--- config.mk ---
export PLATFORM = sky130hd
export DESIGN_NAME = text_stream_bom_decoder
export DESIGN_NICKNAME = d
export VERILOG_FILES = /design/src/sv/tsbd_pkg.sv /design/src/sv/tsbd_queue.sv /design/src/sv/tsbd_front.sv /design/src/sv/tsbd_back.sv /design/src/sv/text_stream_bom_decoder.sv
export SDC_FILE = /design/constraint.sdc
export NUM_CORES = 1
export LEC_CHECK = 0
export CAP_MARGIN = 15
export CORE_UTILIZATION = 55
export DETAILED_ROUTE_END_ITERATION = 6
export DONT_BUFFER_PORTS = 1
export PLACE_DENSITY = 0.73
export SYNTH_ARGS = -nofsm -noshare
export SYNTH_HDL_FRONTEND = slang
export SYNTH_SLANG_ARGS = --single-unit
--- constraint.sdc ---
create_clock -name clk -period 40.3 [get_ports clk]
set_input_delay 4.03 -clock clk [delete_from_list [all_inputs] [get_ports clk]]
set_output_delay 4.03 -clock clk [all_outputs]
set_load 0.05 [all_outputs]
--- src/sv/tsbd_pkg.sv ---
// Shared types, constants and the per-byte decode function for the text stream decoder.
// Used by tsbd_queue, tsbd_front, tsbd_back, the top level and the checker; no dependencies.
package tsbd_pkg;

	localparam int LINE_COUNT_BITS_DEF = 32;
	localparam int QUEUE_DEPTH         = 2;

	typedef enum logic [1:0] {
		ENC_U8     = 2'd0,
		ENC_U16LE  = 2'd1,
		ENC_U16BE  = 2'd2,
		ENC_LATIN1 = 2'd3
	} enc_t;

	typedef enum logic [1:0] {
		ERR_NONE     = 2'd0,
		ERR_BAD_CONT = 2'd1,
		ERR_RANGE    = 2'd2,
		ERR_TRUNC    = 2'd3
	} err_t;

	typedef enum logic [1:0] {
		PH_IDLE   = 2'd0,
		PH_HELD1  = 2'd1,
		PH_HELD2  = 2'd2,
		PH_DECODE = 2'd3
	} phase_t;

	typedef enum logic {
		REG_DEFAULT_ENC = 1'b0,
		REG_FIRST_LINE  = 1'b1
	} reg_idx_t;

	localparam logic [7:0]  BOM_FE = 8'hFE;
	localparam logic [7:0]  BOM_FF = 8'hFF;
	localparam logic [7:0]  BOM_EF = 8'hEF;
	localparam logic [7:0]  BOM_BB = 8'hBB;
	localparam logic [7:0]  BOM_BF = 8'hBF;
	localparam logic [20:0] CP_LF  = 21'h00000A;
	localparam logic [20:0] CP_CR  = 21'h00000D;
	localparam logic [20:0] CP_MAX = 21'h10FFFF;

	// Running decode state between bytes of one stream
	typedef struct packed {
		logic [14:0] partial;
		logic        bad;
		logic [1:0]  left;
		logic        low_vld;
		logic [7:0]  low_byte;
		logic        after_cr;
	} dec_state_t;

	typedef struct packed {
		logic        vld;
		logic [20:0] cp;
		err_t        err;
		logic        bump;
	} dec_res_t;

	typedef struct packed {
		dec_state_t st;
		dec_res_t   res;
	} dec_step_t;

	typedef struct packed {
		logic [20:0] cp;
		err_t        err;
		logic        bump;
	} slot_t;

	// All results of one input byte, packed from slot 0 up to slot last
	typedef struct packed {
		slot_t [3:0] slot;
		logic [1:0]  last;
		enc_t        enc;
		logic        mark;
	} bundle_t;

	// Decode one byte in the given encoding; at most one result
	function automatic dec_step_t dec_byte(dec_state_t s, enc_t enc, logic [7:0] b);
		dec_step_t   r;
		logic [20:0] v;
		logic        bad;
		logic        pc_en;
		logic [20:0] pc;
		logic [15:0] unit;
		r = '0;
		r.st = s;
		pc_en = 1'b0;
		pc = '0;
		v = {s.partial, b[5:0]};
		bad = s.bad || (b[7:6] != 2'b10);
		unit = (enc == ENC_U16LE) ? {b, s.low_byte} : {s.low_byte, b};
		unique case (enc)
			ENC_U8: begin
				if (s.left == 2'd0) begin
					priority if (!b[7]) begin
						pc_en = 1'b1;
						pc = {13'd0, b};
					end else if (b[7:5] == 3'b110) begin
						r.st.partial = {10'd0, b[4:0]};
						r.st.bad = 1'b0;
						r.st.left = 2'd1;
					end else if (b[7:4] == 4'b1110) begin
						r.st.partial = {11'd0, b[3:0]};
						r.st.bad = 1'b0;
						r.st.left = 2'd2;
					end else if (b[7:3] == 5'b11110) begin
						r.st.partial = {12'd0, b[2:0]};
						r.st.bad = 1'b0;
						r.st.left = 2'd3;
					end else begin
						// stray continuation or invalid lead byte passes through as its own code point
						pc_en = 1'b1;
						pc = {13'd0, b};
					end
				end else begin
					r.st.left = s.left - 2'd1;
					if (s.left == 2'd1) begin
						r.st.partial = '0;
						r.st.bad = 1'b0;
						if (bad) begin
							r.st.after_cr = 1'b0;
							r.res = '{vld: 1'b1, cp: '0, err: ERR_BAD_CONT, bump: 1'b0};
						end else if (v > CP_MAX) begin
							r.st.after_cr = 1'b0;
							r.res = '{vld: 1'b1, cp: '0, err: ERR_RANGE, bump: 1'b0};
						end else begin
							pc_en = 1'b1;
							pc = v;
						end
					end else begin
						r.st.partial = v[14:0];
						r.st.bad = bad;
					end
				end
			end
			ENC_U16LE, ENC_U16BE: begin
				if (s.low_vld) begin
					r.st.low_vld = 1'b0;
					r.st.low_byte = '0;
					pc_en = 1'b1;
					pc = {5'd0, unit};
				end else begin
					r.st.low_vld = 1'b1;
					r.st.low_byte = b;
				end
			end
			ENC_LATIN1: begin
				pc_en = 1'b1;
				pc = {13'd0, b};
			end
		endcase
		if (pc_en) begin
			if (r.st.after_cr && pc == CP_LF) begin
				// drop the LF of a CRLF pair
				r.st.after_cr = 1'b0;
			end else begin
				r.st.after_cr = 1'b0;
				r.res.vld = 1'b1;
				r.res.err = ERR_NONE;
				if (pc == CP_CR) begin
					r.res.cp = CP_LF;
					r.res.bump = 1'b1;
					r.st.after_cr = 1'b1;
				end else begin
					r.res.cp = pc;
					r.res.bump = (pc == CP_LF);
				end
			end
		end
		return r;
	endfunction

endpackage

--- src/sv/tsbd_queue.sv ---
// Short FIFO between the front (classify) and back (deliver) halves.
// Generic width; depth defaults from tsbd_pkg.
module tsbd_queue #(
	parameter int WIDTH = 8,
	parameter int DEPTH = tsbd_pkg::QUEUE_DEPTH
) (
	input  logic             clk,
	input  logic             arst_n,
	input  logic             push,
	input  logic [WIDTH-1:0] wdata,
	input  logic             pop,
	output logic             full,
	output logic             not_empty,
	output logic [WIDTH-1:0] rdata
);
	localparam int PTR_BITS = (DEPTH > 1) ? $clog2(DEPTH) : 1;
	localparam int CNT_BITS = $clog2(DEPTH + 1);

	logic [WIDTH-1:0]    mem_q [DEPTH];
	logic [PTR_BITS-1:0] wr_ptr_q;
	logic [PTR_BITS-1:0] rd_ptr_q;
	logic [CNT_BITS-1:0] cnt_q;

	function automatic logic [PTR_BITS-1:0] next_ptr(logic [PTR_BITS-1:0] p);
		return (p == PTR_BITS'(DEPTH - 1)) ? '0 : p + 1'b1;
	endfunction

	assign full      = (cnt_q == CNT_BITS'(DEPTH));
	assign not_empty = (cnt_q != '0);
	assign rdata     = mem_q[rd_ptr_q];

	always_ff @(posedge clk) begin
		if (push) begin
			mem_q[wr_ptr_q] <= wdata;
		end
	end

	always_ff @(posedge clk or negedge arst_n) begin
		if (!arst_n) begin
			wr_ptr_q <= '0;
			rd_ptr_q <= '0;
			cnt_q    <= '0;
		end else begin
			if (push) begin
				wr_ptr_q <= next_ptr(wr_ptr_q);
			end
			if (pop) begin
				rd_ptr_q <= next_ptr(rd_ptr_q);
			end
			case ({push, pop})
				2'b10:   cnt_q <= cnt_q + 1'b1;
				2'b01:   cnt_q <= cnt_q - 1'b1;
				default: cnt_q <= cnt_q;
			endcase
		end
	end

endmodule

--- src/sv/tsbd_front.sv ---
// Front half: accepts bytes, detects the byte order mark and decodes into a result bundle.
// Holds configuration registers; depends on tsbd_pkg.
module tsbd_front #(
	parameter int LINE_COUNT_BITS = tsbd_pkg::LINE_COUNT_BITS_DEF
) (
	input  logic                       clk,
	input  logic                       arst_n,
	input  logic                       cfg_we,
	input  logic                       cfg_index,
	input  logic [1:0]                 cfg_data,
	input  logic                       in_valid,
	output logic                       in_ready,
	input  logic [7:0]                 data_byte,
	input  logic                       stream_end,
	input  logic                       q_full,
	output logic                       push,
	output tsbd_pkg::bundle_t          push_bundle,
	output logic [LINE_COUNT_BITS-1:0] push_base
);
	import tsbd_pkg::*;

	localparam int SUM_BITS = LINE_COUNT_BITS + 2;

	phase_t                     phase_q, phase_d;
	logic [7:0]                 held0_q, held0_d;
	logic [7:0]                 held1_q, held1_d;
	enc_t                       enc_q, enc_d;
	logic                       mark_q, mark_d;
	dec_state_t                 dst_q, dst_d;
	logic [LINE_COUNT_BITS-1:0] line_q, line_d;
	enc_t                       def_enc_q;
	logic                       first_line_q;

	logic [7:0]                 rb0, rb1, rb2;
	logic [2:0]                 rv;
	dec_state_t                 s0, s1, s2, s3;
	dec_step_t                  st0, st1, st2;
	dec_res_t                   cand [4];
	logic [2:0]                 n_res;
	logic [2:0]                 n_bump;
	logic [SUM_BITS-1:0]        lsum;
	logic                       acc;

	assign in_ready = !q_full;
	assign acc      = in_valid && in_ready;

	// Next state of mark detection and the list of bytes to decode
	always_comb begin
		phase_d = phase_q;
		held0_d = held0_q;
		held1_d = held1_q;
		enc_d   = enc_q;
		mark_d  = mark_q;
		rb0     = data_byte;
		rb1     = data_byte;
		rb2     = data_byte;
		rv      = 3'b000;
		unique case (phase_q)
			PH_IDLE: begin
				mark_d = 1'b0;
				if ((data_byte == BOM_FE || data_byte == BOM_FF || data_byte == BOM_EF)
						&& !stream_end) begin
					held0_d = data_byte;
					phase_d = PH_HELD1;
				end else begin
					enc_d   = def_enc_q;
					phase_d = PH_DECODE;
					rv      = 3'b001;
				end
			end
			PH_HELD1: begin
				priority if (held0_q == BOM_FE && data_byte == BOM_FF) begin
					enc_d   = ENC_U16BE;
					mark_d  = 1'b1;
					phase_d = PH_DECODE;
				end else if (held0_q == BOM_FF && data_byte == BOM_FE) begin
					enc_d   = ENC_U16LE;
					mark_d  = 1'b1;
					phase_d = PH_DECODE;
				end else if (held0_q == BOM_EF && !stream_end) begin
					held1_d = data_byte;
					phase_d = PH_HELD2;
				end else begin
					enc_d   = def_enc_q;
					phase_d = PH_DECODE;
					rb0     = held0_q;
					rv      = 3'b011;
				end
			end
			PH_HELD2: begin
				if (held1_q == BOM_BB && data_byte == BOM_BF) begin
					enc_d   = ENC_U8;
					mark_d  = 1'b1;
					phase_d = PH_DECODE;
				end else begin
					enc_d   = def_enc_q;
					phase_d = PH_DECODE;
					rb0     = held0_q;
					rb1     = held1_q;
					rv      = 3'b111;
				end
			end
			PH_DECODE: begin
				rv = 3'b001;
			end
		endcase
		if (stream_end) begin
			phase_d = PH_IDLE;
		end
	end

	// Decode chain, result packing and line count update
	always_comb begin
		s0   = (phase_q == PH_IDLE) ? '0 : dst_q;
		st0  = dec_byte(s0, enc_d, rb0);
		s1   = rv[0] ? st0.st : s0;
		st1  = dec_byte(s1, enc_d, rb1);
		s2   = rv[1] ? st1.st : s1;
		st2  = dec_byte(s2, enc_d, rb2);
		s3   = rv[2] ? st2.st : s2;

		cand[0] = rv[0] ? st0.res : '0;
		cand[1] = rv[1] ? st1.res : '0;
		cand[2] = rv[2] ? st2.res : '0;
		cand[3] = '0;
		if (stream_end && (s3.left != 2'd0 || s3.low_vld)) begin
			cand[3] = '{vld: 1'b1, cp: '0, err: ERR_TRUNC, bump: 1'b0};
		end
		dst_d = stream_end ? '0 : s3;

		push_bundle = '0;
		n_res  = '0;
		n_bump = '0;
		for (int k = 0; k < 4; k++) begin
			if (cand[k].vld) begin
				push_bundle.slot[n_res[1:0]] = '{cp: cand[k].cp, err: cand[k].err,
					bump: cand[k].bump};
				n_res  = n_res + 3'd1;
				n_bump = n_bump + {2'd0, cand[k].bump};
			end
		end
		push_bundle.last = 2'(n_res - 3'd1);
		push_bundle.enc  = enc_d;
		push_bundle.mark = mark_d;

		push_base = (phase_q == PH_IDLE) ? LINE_COUNT_BITS'(first_line_q) : line_q;
		lsum      = {2'b00, push_base} + SUM_BITS'(n_bump);
		line_d    = (|lsum[SUM_BITS-1:LINE_COUNT_BITS]) ? '1 : lsum[LINE_COUNT_BITS-1:0];

		push = acc && (n_res != 3'd0);
	end

	always_ff @(posedge clk or negedge arst_n) begin
		if (!arst_n) begin
			phase_q      <= PH_IDLE;
			enc_q        <= ENC_U8;
			mark_q       <= 1'b0;
			dst_q        <= '0;
			line_q       <= LINE_COUNT_BITS'(1);
			def_enc_q    <= ENC_U8;
			first_line_q <= 1'b1;
		end else begin
			if (acc) begin
				phase_q <= phase_d;
				enc_q   <= enc_d;
				mark_q  <= mark_d;
				dst_q   <= dst_d;
				line_q  <= line_d;
			end
			if (cfg_we && cfg_index == REG_DEFAULT_ENC) begin
				def_enc_q <= enc_t'(cfg_data);
			end
			if (cfg_we && cfg_index == REG_FIRST_LINE) begin
				first_line_q <= cfg_data[0];
			end
		end
	end

	always_ff @(posedge clk) begin
		if (acc) begin
			held0_q <= held0_d;
			held1_q <= held1_d;
		end
	end

endmodule

--- src/sv/tsbd_back.sv ---
// Back half: walks the queued result bundle into the output register, one result per cycle unless stalled.
// Works out each result's line number; depends on tsbd_pkg.
module tsbd_back #(
	parameter int LINE_COUNT_BITS = tsbd_pkg::LINE_COUNT_BITS_DEF
) (
	input  logic                       clk,
	input  logic                       arst_n,
	input  logic                       q_vld,
	input  tsbd_pkg::bundle_t          head,
	input  logic [LINE_COUNT_BITS-1:0] head_base,
	output logic                       pop,
	output logic                       out_valid,
	input  logic                       out_ready,
	output logic [20:0]                code_point,
	output logic [31:0]                line_number,
	output logic [1:0]                 error_code,
	output logic [1:0]                 active_encoding,
	output logic                       bom_seen,
	output logic                       run_last
);
	import tsbd_pkg::*;

	localparam int SUM_BITS = LINE_COUNT_BITS + 2;

	logic [1:0]                 idx_q;
	logic                       out_valid_q;
	logic [20:0]                cp_q;
	logic [31:0]                line_q;
	err_t                       err_q;
	enc_t                       enc_q;
	logic                       mark_q;
	logic                       last_q;

	slot_t                      cur;
	logic [2:0]                 pre;
	logic [SUM_BITS-1:0]        lsum;
	logic [LINE_COUNT_BITS-1:0] lfull;
	logic [31:0]                line32;
	logic                       load;
	logic                       is_last;

	assign cur     = head.slot[idx_q];
	assign is_last = (idx_q == head.last);
	assign load    = q_vld && (!out_valid_q || out_ready);
	assign pop     = load && is_last;

	always_comb begin
		pre = '0;
		for (int j = 0; j < 4; j++) begin
			if (2'(j) <= idx_q) begin
				pre = pre + {2'd0, head.slot[j].bump};
			end
		end
		lsum  = {2'b00, head_base} + SUM_BITS'(pre);
		lfull = (|lsum[SUM_BITS-1:LINE_COUNT_BITS]) ? '1 : lsum[LINE_COUNT_BITS-1:0];
	end

	generate
		if (LINE_COUNT_BITS > 32) begin : g_wide
			assign line32 = (|lfull[LINE_COUNT_BITS-1:32]) ? '1 : lfull[31:0];
		end else begin : g_narrow
			assign line32 = 32'(lfull);
		end
	endgenerate

	always_ff @(posedge clk or negedge arst_n) begin
		if (!arst_n) begin
			idx_q       <= '0;
			out_valid_q <= 1'b0;
		end else begin
			if (load) begin
				out_valid_q <= 1'b1;
				idx_q       <= is_last ? 2'd0 : idx_q + 2'd1;
			end else if (out_ready) begin
				out_valid_q <= 1'b0;
			end
		end
	end

	always_ff @(posedge clk) begin
		if (load) begin
			cp_q   <= cur.cp;
			line_q <= line32;
			err_q  <= cur.err;
			enc_q  <= head.enc;
			mark_q <= head.mark;
			last_q <= is_last;
		end
	end

	assign out_valid       = out_valid_q;
	assign code_point      = cp_q;
	assign line_number     = line_q;
	assign error_code      = err_q;
	assign active_encoding = enc_q;
	assign bom_seen        = mark_q;
	assign run_last        = last_q;

endmodule

--- src/sv/text_stream_bom_decoder.sv ---
// The first result of an accepted byte passes through the queue and then the output register before it is shown.
// Throughput: one byte per cycle while each byte yields at most one result and the output is not
// stalled; a byte that yields n results hands them out one by one through the single output register.
// A two-entry queue between the front and back halves absorbs stalls on either side.
// Reset (arst_n, async low): stream detection restarts, line counter is one, default
// encoding UTF-8, first line number one; no clearing pass is needed.
module text_stream_bom_decoder #(
	parameter int LINE_COUNT_BITS = tsbd_pkg::LINE_COUNT_BITS_DEF
) (
	input  logic        clk,
	input  logic        arst_n,
	input  logic        cfg_we,
	input  logic        cfg_index,
	input  logic [1:0]  cfg_data,
	input  logic        in_valid,
	output logic        in_ready,
	input  logic [7:0]  data_byte,
	input  logic        stream_end,
	output logic        out_valid,
	input  logic        out_ready,
	output logic [20:0] code_point,
	output logic [31:0] line_number,
	output logic [1:0]  error_code,
	output logic [1:0]  active_encoding,
	output logic        bom_seen,
	output logic        run_last
);
	import tsbd_pkg::*;

	// Queue entry: line count before the byte plus its packed results
	localparam int ENTRY_BITS = LINE_COUNT_BITS + $bits(bundle_t);

	logic                       push;
	bundle_t                    push_bundle;
	logic [LINE_COUNT_BITS-1:0] push_base;
	logic                       q_full;
	logic                       q_vld;
	logic                       pop;
	logic [ENTRY_BITS-1:0]      q_head;
	bundle_t                    head;
	logic [LINE_COUNT_BITS-1:0] head_base;

	// Front: take one transaction per cycle whenever the queue has room, detect
	// the byte order mark and decode the byte into up to three results.
	tsbd_front #(
		.LINE_COUNT_BITS(LINE_COUNT_BITS)
	) u_front (
		.clk        (clk),
		.arst_n     (arst_n),
		.cfg_we     (cfg_we),
		.cfg_index  (cfg_index),
		.cfg_data   (cfg_data),
		.in_valid   (in_valid),
		.in_ready   (in_ready),
		.data_byte  (data_byte),
		.stream_end (stream_end),
		.q_full     (q_full),
		.push       (push),
		.push_bundle(push_bundle),
		.push_base  (push_base)
	);

	// Hold bundles between the halves; bytes with no results never enter.
	tsbd_queue #(
		.WIDTH(ENTRY_BITS),
		.DEPTH(QUEUE_DEPTH)
	) u_queue (
		.clk      (clk),
		.arst_n   (arst_n),
		.push     (push),
		.wdata    ({push_base, push_bundle}),
		.pop      (pop),
		.full     (q_full),
		.not_empty(q_vld),
		.rdata    (q_head)
	);

	assign head      = q_head[$bits(bundle_t)-1:0];
	assign head_base = q_head[ENTRY_BITS-1:$bits(bundle_t)];

	// Back: advance through the bundle one output transaction at a time and
	// drop the entry after its last result is loaded.
	tsbd_back #(
		.LINE_COUNT_BITS(LINE_COUNT_BITS)
	) u_back (
		.clk            (clk),
		.arst_n         (arst_n),
		.q_vld          (q_vld),
		.head           (head),
		.head_base      (head_base),
		.pop            (pop),
		.out_valid      (out_valid),
		.out_ready      (out_ready),
		.code_point     (code_point),
		.line_number    (line_number),
		.error_code     (error_code),
		.active_encoding(active_encoding),
		.bom_seen       (bom_seen),
		.run_last       (run_last)
	);

endmodule

==> flow_summary.toml, run 1 <==
[critical_path]
path_class = "input pin to register"
critical_path_required_ns = 40.79
slowest_stage = "a21o_1"
critical_path_peak_fanout = 30
worst_setup_path_start_kind = "input pin"
critical_path_arrival_ns = 17.63
critical_path.endpoint_type = "register"
r2r.worst_path.cells = 41
max_stage_delay_ns = 0.89

[hold_path]
hold-path-cell-count = 1
hp-class = "register to register"

[finish]
final_nets = 2260
area_overhead_vs_synth_pct = 7.987
post-route-util_pct = 60.78
post_route_cells_drive_above_1_share_pct = 11.21

[placed_design]
pre_cts_slack_ns = 23.04
place_hpwl_mm = 63.81
routabilityCongestion = 1.029
port_buffers = 0

[floorplan]
die_w_um = 210.3
core_area_um2 = 42420
io-pin-count = 78
row_count = 75
fp.dieArea_um2 = 44250
start_util_pct = 56.29
fp.dieH_um = 210.3

[synth]
synth_top_cells_by_count = "341 x edfxtp_1, 272 x nand2_1, 211 x nor2_1, 145 x a21oi_1, 116 x o21ai_0"
synth-edff-count = 341
ys.flop_type = "edfxtp_1"
synth_area_um2 = 23870
post_synth_inst_count = 2256
postSynthNetCount = 2312
yosys.cell_count.top_type = "edfxtp_1"
synth-seq-area-share_pct = 50.76
postSynth.asyncResetShare_pct = 18.03
count_of_yosys_warnings_during_synthesis = 0
yosys.cell_types.count = 108
synth.largest_area_cell = "edfxtp_1"
synth.ff_latch_count = 416
mean_area_per_synthesized_cell_um2 = 10.58
post-synth-top-area-fraction_pct = 42.89
synth_area_leaders = "edfxtp_1 43%, dfrtp_1 7.7%, mux4_2 4.3%"

[sta]
final_hold_viol_count = 0
post-route-period-util_pct = 42.54
postLayoutSetupSlackWorst_ns = 23.16
final.min_clock_period_ns = 17.14
final-max-slew-violation-count = 0
max_freq_mhz = 58.33
max_slew.worst_pin.slew_ns = 1.188
max_slew_margin_pct = 20.71
setup_viol = 0
skew_ns = 0.04493
rsz_0062_raised_after_global_routing = "no"
setup_total_negative_slack_ns = 0

[cts]
cts-htree-levels = 2
numCtsBuffers = 43
clock_insertion_delay_worst_skew_ns = 0.61
cts_tree = "yes"
clk_pin_slew_worst_paths_ns = 0.06
post_cts_buffers = 0
cts_sinks = 416
post_cts.resized_instances = 0
cts_max_path_buffers = 3
hold_buffers = 0
clock_tree.root_cell = "clkbuf_16"

[global_route]
largest_net_degree_at_the_start_of_global_routing = 79
grt_pass1_wl_mm = 130.7
grt-ovfl-total = 0
first_global_vias = 19280
number_of_antenna_violations_at_the_first_check_in_global_routing = 2
grt.total_usage_pct = 40.54

[drt]
average_wire_per_standard_cell_um = 31.78
via_count = 20180
wl_mm = 89.53
drtAntennaViolNets = 0
first_iter_violations = 2935
drt_first_pass_iters = 6
routed_via_density = 7.162
drcViolationCount = 0

[run_status]
outcome = "complete, no violations"

[run]
maximum_capacitance_violations = 0
## placed cells by master (no fill, tap or decap), types with 20 or more instances in the layout
cell type  instances
buf_4             32
o21ai_0          116
a22o_1            24
clkbuf_16         43
o22ai_1           52
xnor2_1           20
mux2i_1           25
nor2_1           209
edfxtp_1         341
mux2_2            32
ha_1              33
nand2_1          271
a21oi_1          145
inv_1             48
nand3_1           73
a211oi_1          37
and3_1            30
dfrtp_1           71
nor2b_1           66
nor3_1            43
o211ai_1          27
mux4_2            46
o22a_1            23
## registers in the layout (all words and copies together) (netlist names), 8 cells and up
signal,cells
u_back.line_number,32
u_front.held0_q,8
u_back.code_point,21
u_front.dst_q,28
u_queue.mem_q,266
u_front.held1_q,8
u_front.line_q,32
## worst max-delay path, delay by kind of cell
family                     cells  cell delay [ns]
buffers and inverters          4             0.69
adders and majority gates      4             1.56
and+or+nand+nor               17             5.15
AOI/OAI and AO/OA             15             6.00
muxes                          1             0.15
## through the flow
| step | cells | hold slack, ns | area (µm²) |
|---|---|---|---|
| 2_1_floorplan | 2256 | 0.4422 | 23870 |
| 3_3_place_gp | 2734 | 0.4708 | 24320 |
| 3_5_place_dp | 2734 | 0.4785 | 24320 |
| 4_1_cts | 2814 | 0.4919 | 25760 |
| 5_1_grt | 2816 | 0.5042 | 25780 |
| 6_report | 2817 | 0.4924 | 25780 |
## worst paths after layout
kind                                          startpoint                          endpoint  slack (ns)
setup / recovery                            data_byte[3]    u_front.line_q[11]$_DFFE_PN0P_       23.16
hold / removal             u_front.line_q[3]$_DFFE_PN0P_     u_front.line_q[3]$_DFFE_PN0P_        0.49
setup reg to reg            u_front.held1_q[2]$_DFFE_PP_    u_front.line_q[11]$_DFFE_PN0P_       26.17
hold reg to reg            u_front.line_q[3]$_DFFE_PN0P_     u_front.line_q[3]$_DFFE_PN0P_        0.49
max in group asynchronous                         arst_n  u_front.first_line_q$_DFFE_PN1P_       36.91
min in group asynchronous                         arst_n     u_front.dst_q[12]$_DFFE_PN0P_        3.14
## cell families after synthesis
family                     synth area share (%)
and+or+nand+nor                           16.52
AOI/OAI and AO/OA                         18.98
DFF                                       50.76
buffers and inverters                     3.134
muxes                                     6.897
xor gates and xnor gates                  1.499
adders and majority gates                 2.201
## metal layers
metal / vias to the layer above / share of wire (%) / routed length, µm / GRT usage (%)
met4: 0 / 5.6 / 5037 / 19.58
met2: 1374 / 46 / 40860 / 63.72
met5: - / 0 / 0 / 0
met3: 272 / 9.2 / 8262 / 6.883
li1: 8515 / - / - / -
met1: 10010 / 40 / 35370 / 54.83
## layout make-up
| cell class | count | area, µm² |
|---|---|---|
| Fill cell | 3322 | 16630 |
| Sequential cell | 416 | 12120 |
| Multi-Input combinational cell | 1658 | 11040 |
| Clock buffer | 50 | 1102 |
| Tap cell | 577 | 721.9 |
| Clock inverter | 30 | 336.6 |
| Timing Repair Buffer | 34 | 262.8 |
| Inverter | 51 | 191.4 |
| Antenna cell | 1 | 2.502 |
Power of run 1 is not shown: default switching activity piles up to over one toggle a cycle in this logic, so the estimate is an artifact.
==> inputs of run 2 (changes only) <==
Clock period 40.3 ns to 16.5 ns, I/O delays scaled along.
==> flow_summary.toml, run 2 (synthesis gave the netlist of run 1 again) <==
[floorplan]
row_count = 75
core_area_um2 = 42420
fp.dieArea_um2 = 44250
fp.dieH_um = 210.3
start_util_pct = 56.29
die_w_um = 210.3
io-pin-count = 78

[finish]
layout_commonest_cell = "edfxtp_1"
largest_register_ffs = 266
post_route_cells_drive_above_1_share_pct = 11.25
largest-register = "u_queue.mem_q"
area_overhead_vs_synth_pct = 8.380
final_nets = 2265
final.fill_count = 3317
top_library_cells_by_usage_in_the_layout_fill_and_taps_aside = "341 x edfxtp_1, 271 x nand2_1, 209 x nor2_1"
final_cells = 2821

[sta]
max_slew.worst_pin.slew_ns = 1.211
max_freq_mhz = 70.50
final.min_clock_period_ns = 14.19
final.hold.worst_slack_ns = 0.4986
post-route-period-util_pct = 85.97
setup_viol = 0
final_hold_viol_count = 0
skew_ns = 0.02805
max_slew_margin_pct = 19.27
final-max-slew-violation-count = 0
setup_total_negative_slack_ns = 0
rsz_0062_raised_after_global_routing = "no"

[cts]
cts_tree = "yes"
clock_tree.root_cell = "clkbuf_16"
cts-htree-levels = 2
cts_max_path_buffers = 3
numCtsBuffers = 43
clock_insertion_delay_worst_skew_ns = 0.61
clk_pin_slew_worst_paths_ns = 0.06
cts_sinks = 416
post_cts.resized_instances = 0
post_cts_buffers = 0
hold_buffers = 0

[placed_design]
routabilityCongestion = 1.067
place.detailed.instances = 2739
port_buffers = 0
place_hpwl_mm = 64.44

[critical_path]
max_stage_delay_ns = 0.87
slowest_stage = "o21ai_1"
worst-r2r-setup-slack_ns = 2.90
r2r_end = "u_front.line_q[11]$_DFFE_PN0P_"
r2r.worst_path.cells = 41
timing.critical_path.from = "data_byte[3]"
critical_path.endpoint_type = "register"
critical_path_peak_fanout = 30
critical_path_required_ns = 17.01
regToRegStartpoint = "u_front.held1_q[2]$_DFFE_PP_"
cpMostUsedCell = "o21ai_0"
setup.worst_path.end = "u_front.line_q[11]$_DFFE_PN0P_"
critical_path_arrival_ns = 14.69
worst_setup_path_start_kind = "input pin"
path_class = "input pin to register"

[global_route]
first_global_vias = 19290
grt.total_usage_pct = 40.44
number_of_antenna_violations_at_the_first_check_in_global_routing = 3
largest_net_degree_at_the_start_of_global_routing = 76
grt_pass1_wl_mm = 130.0
grt-ovfl-total = 0

[hold_path]
hp-class = "register to register"

[drt]
routed_via_density = 7.196
average_wire_per_standard_cell_um = 31.88
drt_first_pass_iters = 7
first_iter_violations = 2934
wl_mm = 89.93
drcViolationCount = 1
via_count = 20300
drtAntennaViolNets = 0

[run_status]
outcome = "finished with violations"
failed_checks = "DRC"

[run]
maximum_capacitance_violations = 0
==> run 2: critical path, delay by kind of cell <==
family                   cells  cell delay (ns)
AND/OR/NAND/NOR             17             4.77
buffers and inverters        4             0.67
adder cells (fa/ha/maj)      4             1.54
multiplexers                 1             0.16
AO/OA/AOI/OAI               15             5.85
==> run 2: metrics by stage <==
stage | cell area [µm²] | utilization [%] | worst slack (ns)
after floorplan | 23870 | - | 1.598
after detailed placement | 24390 | 57.51 | 2.209
after CTS | 25840 | 60.93 | 2.682
after global routing | 25860 | 60.98 | 1.362
final | 25870 | 61.00 | 2.315
after global placement | 24390 | 57.51 | 2.890
==> run 2: cell type report <==
class / count / area [µm²] / share of cell area, %
clock inverter: 24 / 332.8 / 1.286
clock buffer: 52 / 1120 / 4.328
timing repair buffer: 39 / 335.3 / 1.296
multi-input combinational: 1658 / 11040 / 42.66
inverter: 51 / 191.4 / 0.7398
antenna: 4 / 10.01 / 0.03868
sequential: 416 / 12120 / 46.86
tap: 577 / 721.9 / 2.790
==> run 2: metal layers <==
layer / GRT usage (%) / wire length (µm)
met2: 65.07 / 41900
met3: 6.421 / 7890
met1: 54.03 / 35420
met4: 18.73 / 4717
met5: 0 / 0
==> run 2: worst min-delay path by stage <==
stage	from	to	slack [ns]	cells after the start
after floorplan	u_front.dst_q[2]$_DFFE_PN0P_	u_front.dst_q[2]$_DFFE_PN0P_	0.44	2
after CTS	u_front.line_q[3]$_DFFE_PN0P_	u_front.line_q[3]$_DFFE_PN0P_	0.50	1
after global routing	u_front.line_q[3]$_DFFE_PN0P_	u_front.line_q[3]$_DFFE_PN0P_	0.51	1
after detailed placement	u_front.line_q[3]$_DFFE_PN0P_	u_front.line_q[3]$_DFFE_PN0P_	0.48	1
final	u_front.line_q[3]$_DFFE_PN0P_	u_front.line_q[3]$_DFFE_PN0P_	0.50	1
after global placement	u_front.line_q[3]$_DFFE_PN0P_	u_front.line_q[3]$_DFFE_PN0P_	0.47	1
Power of run 2 is left out for the same reason.
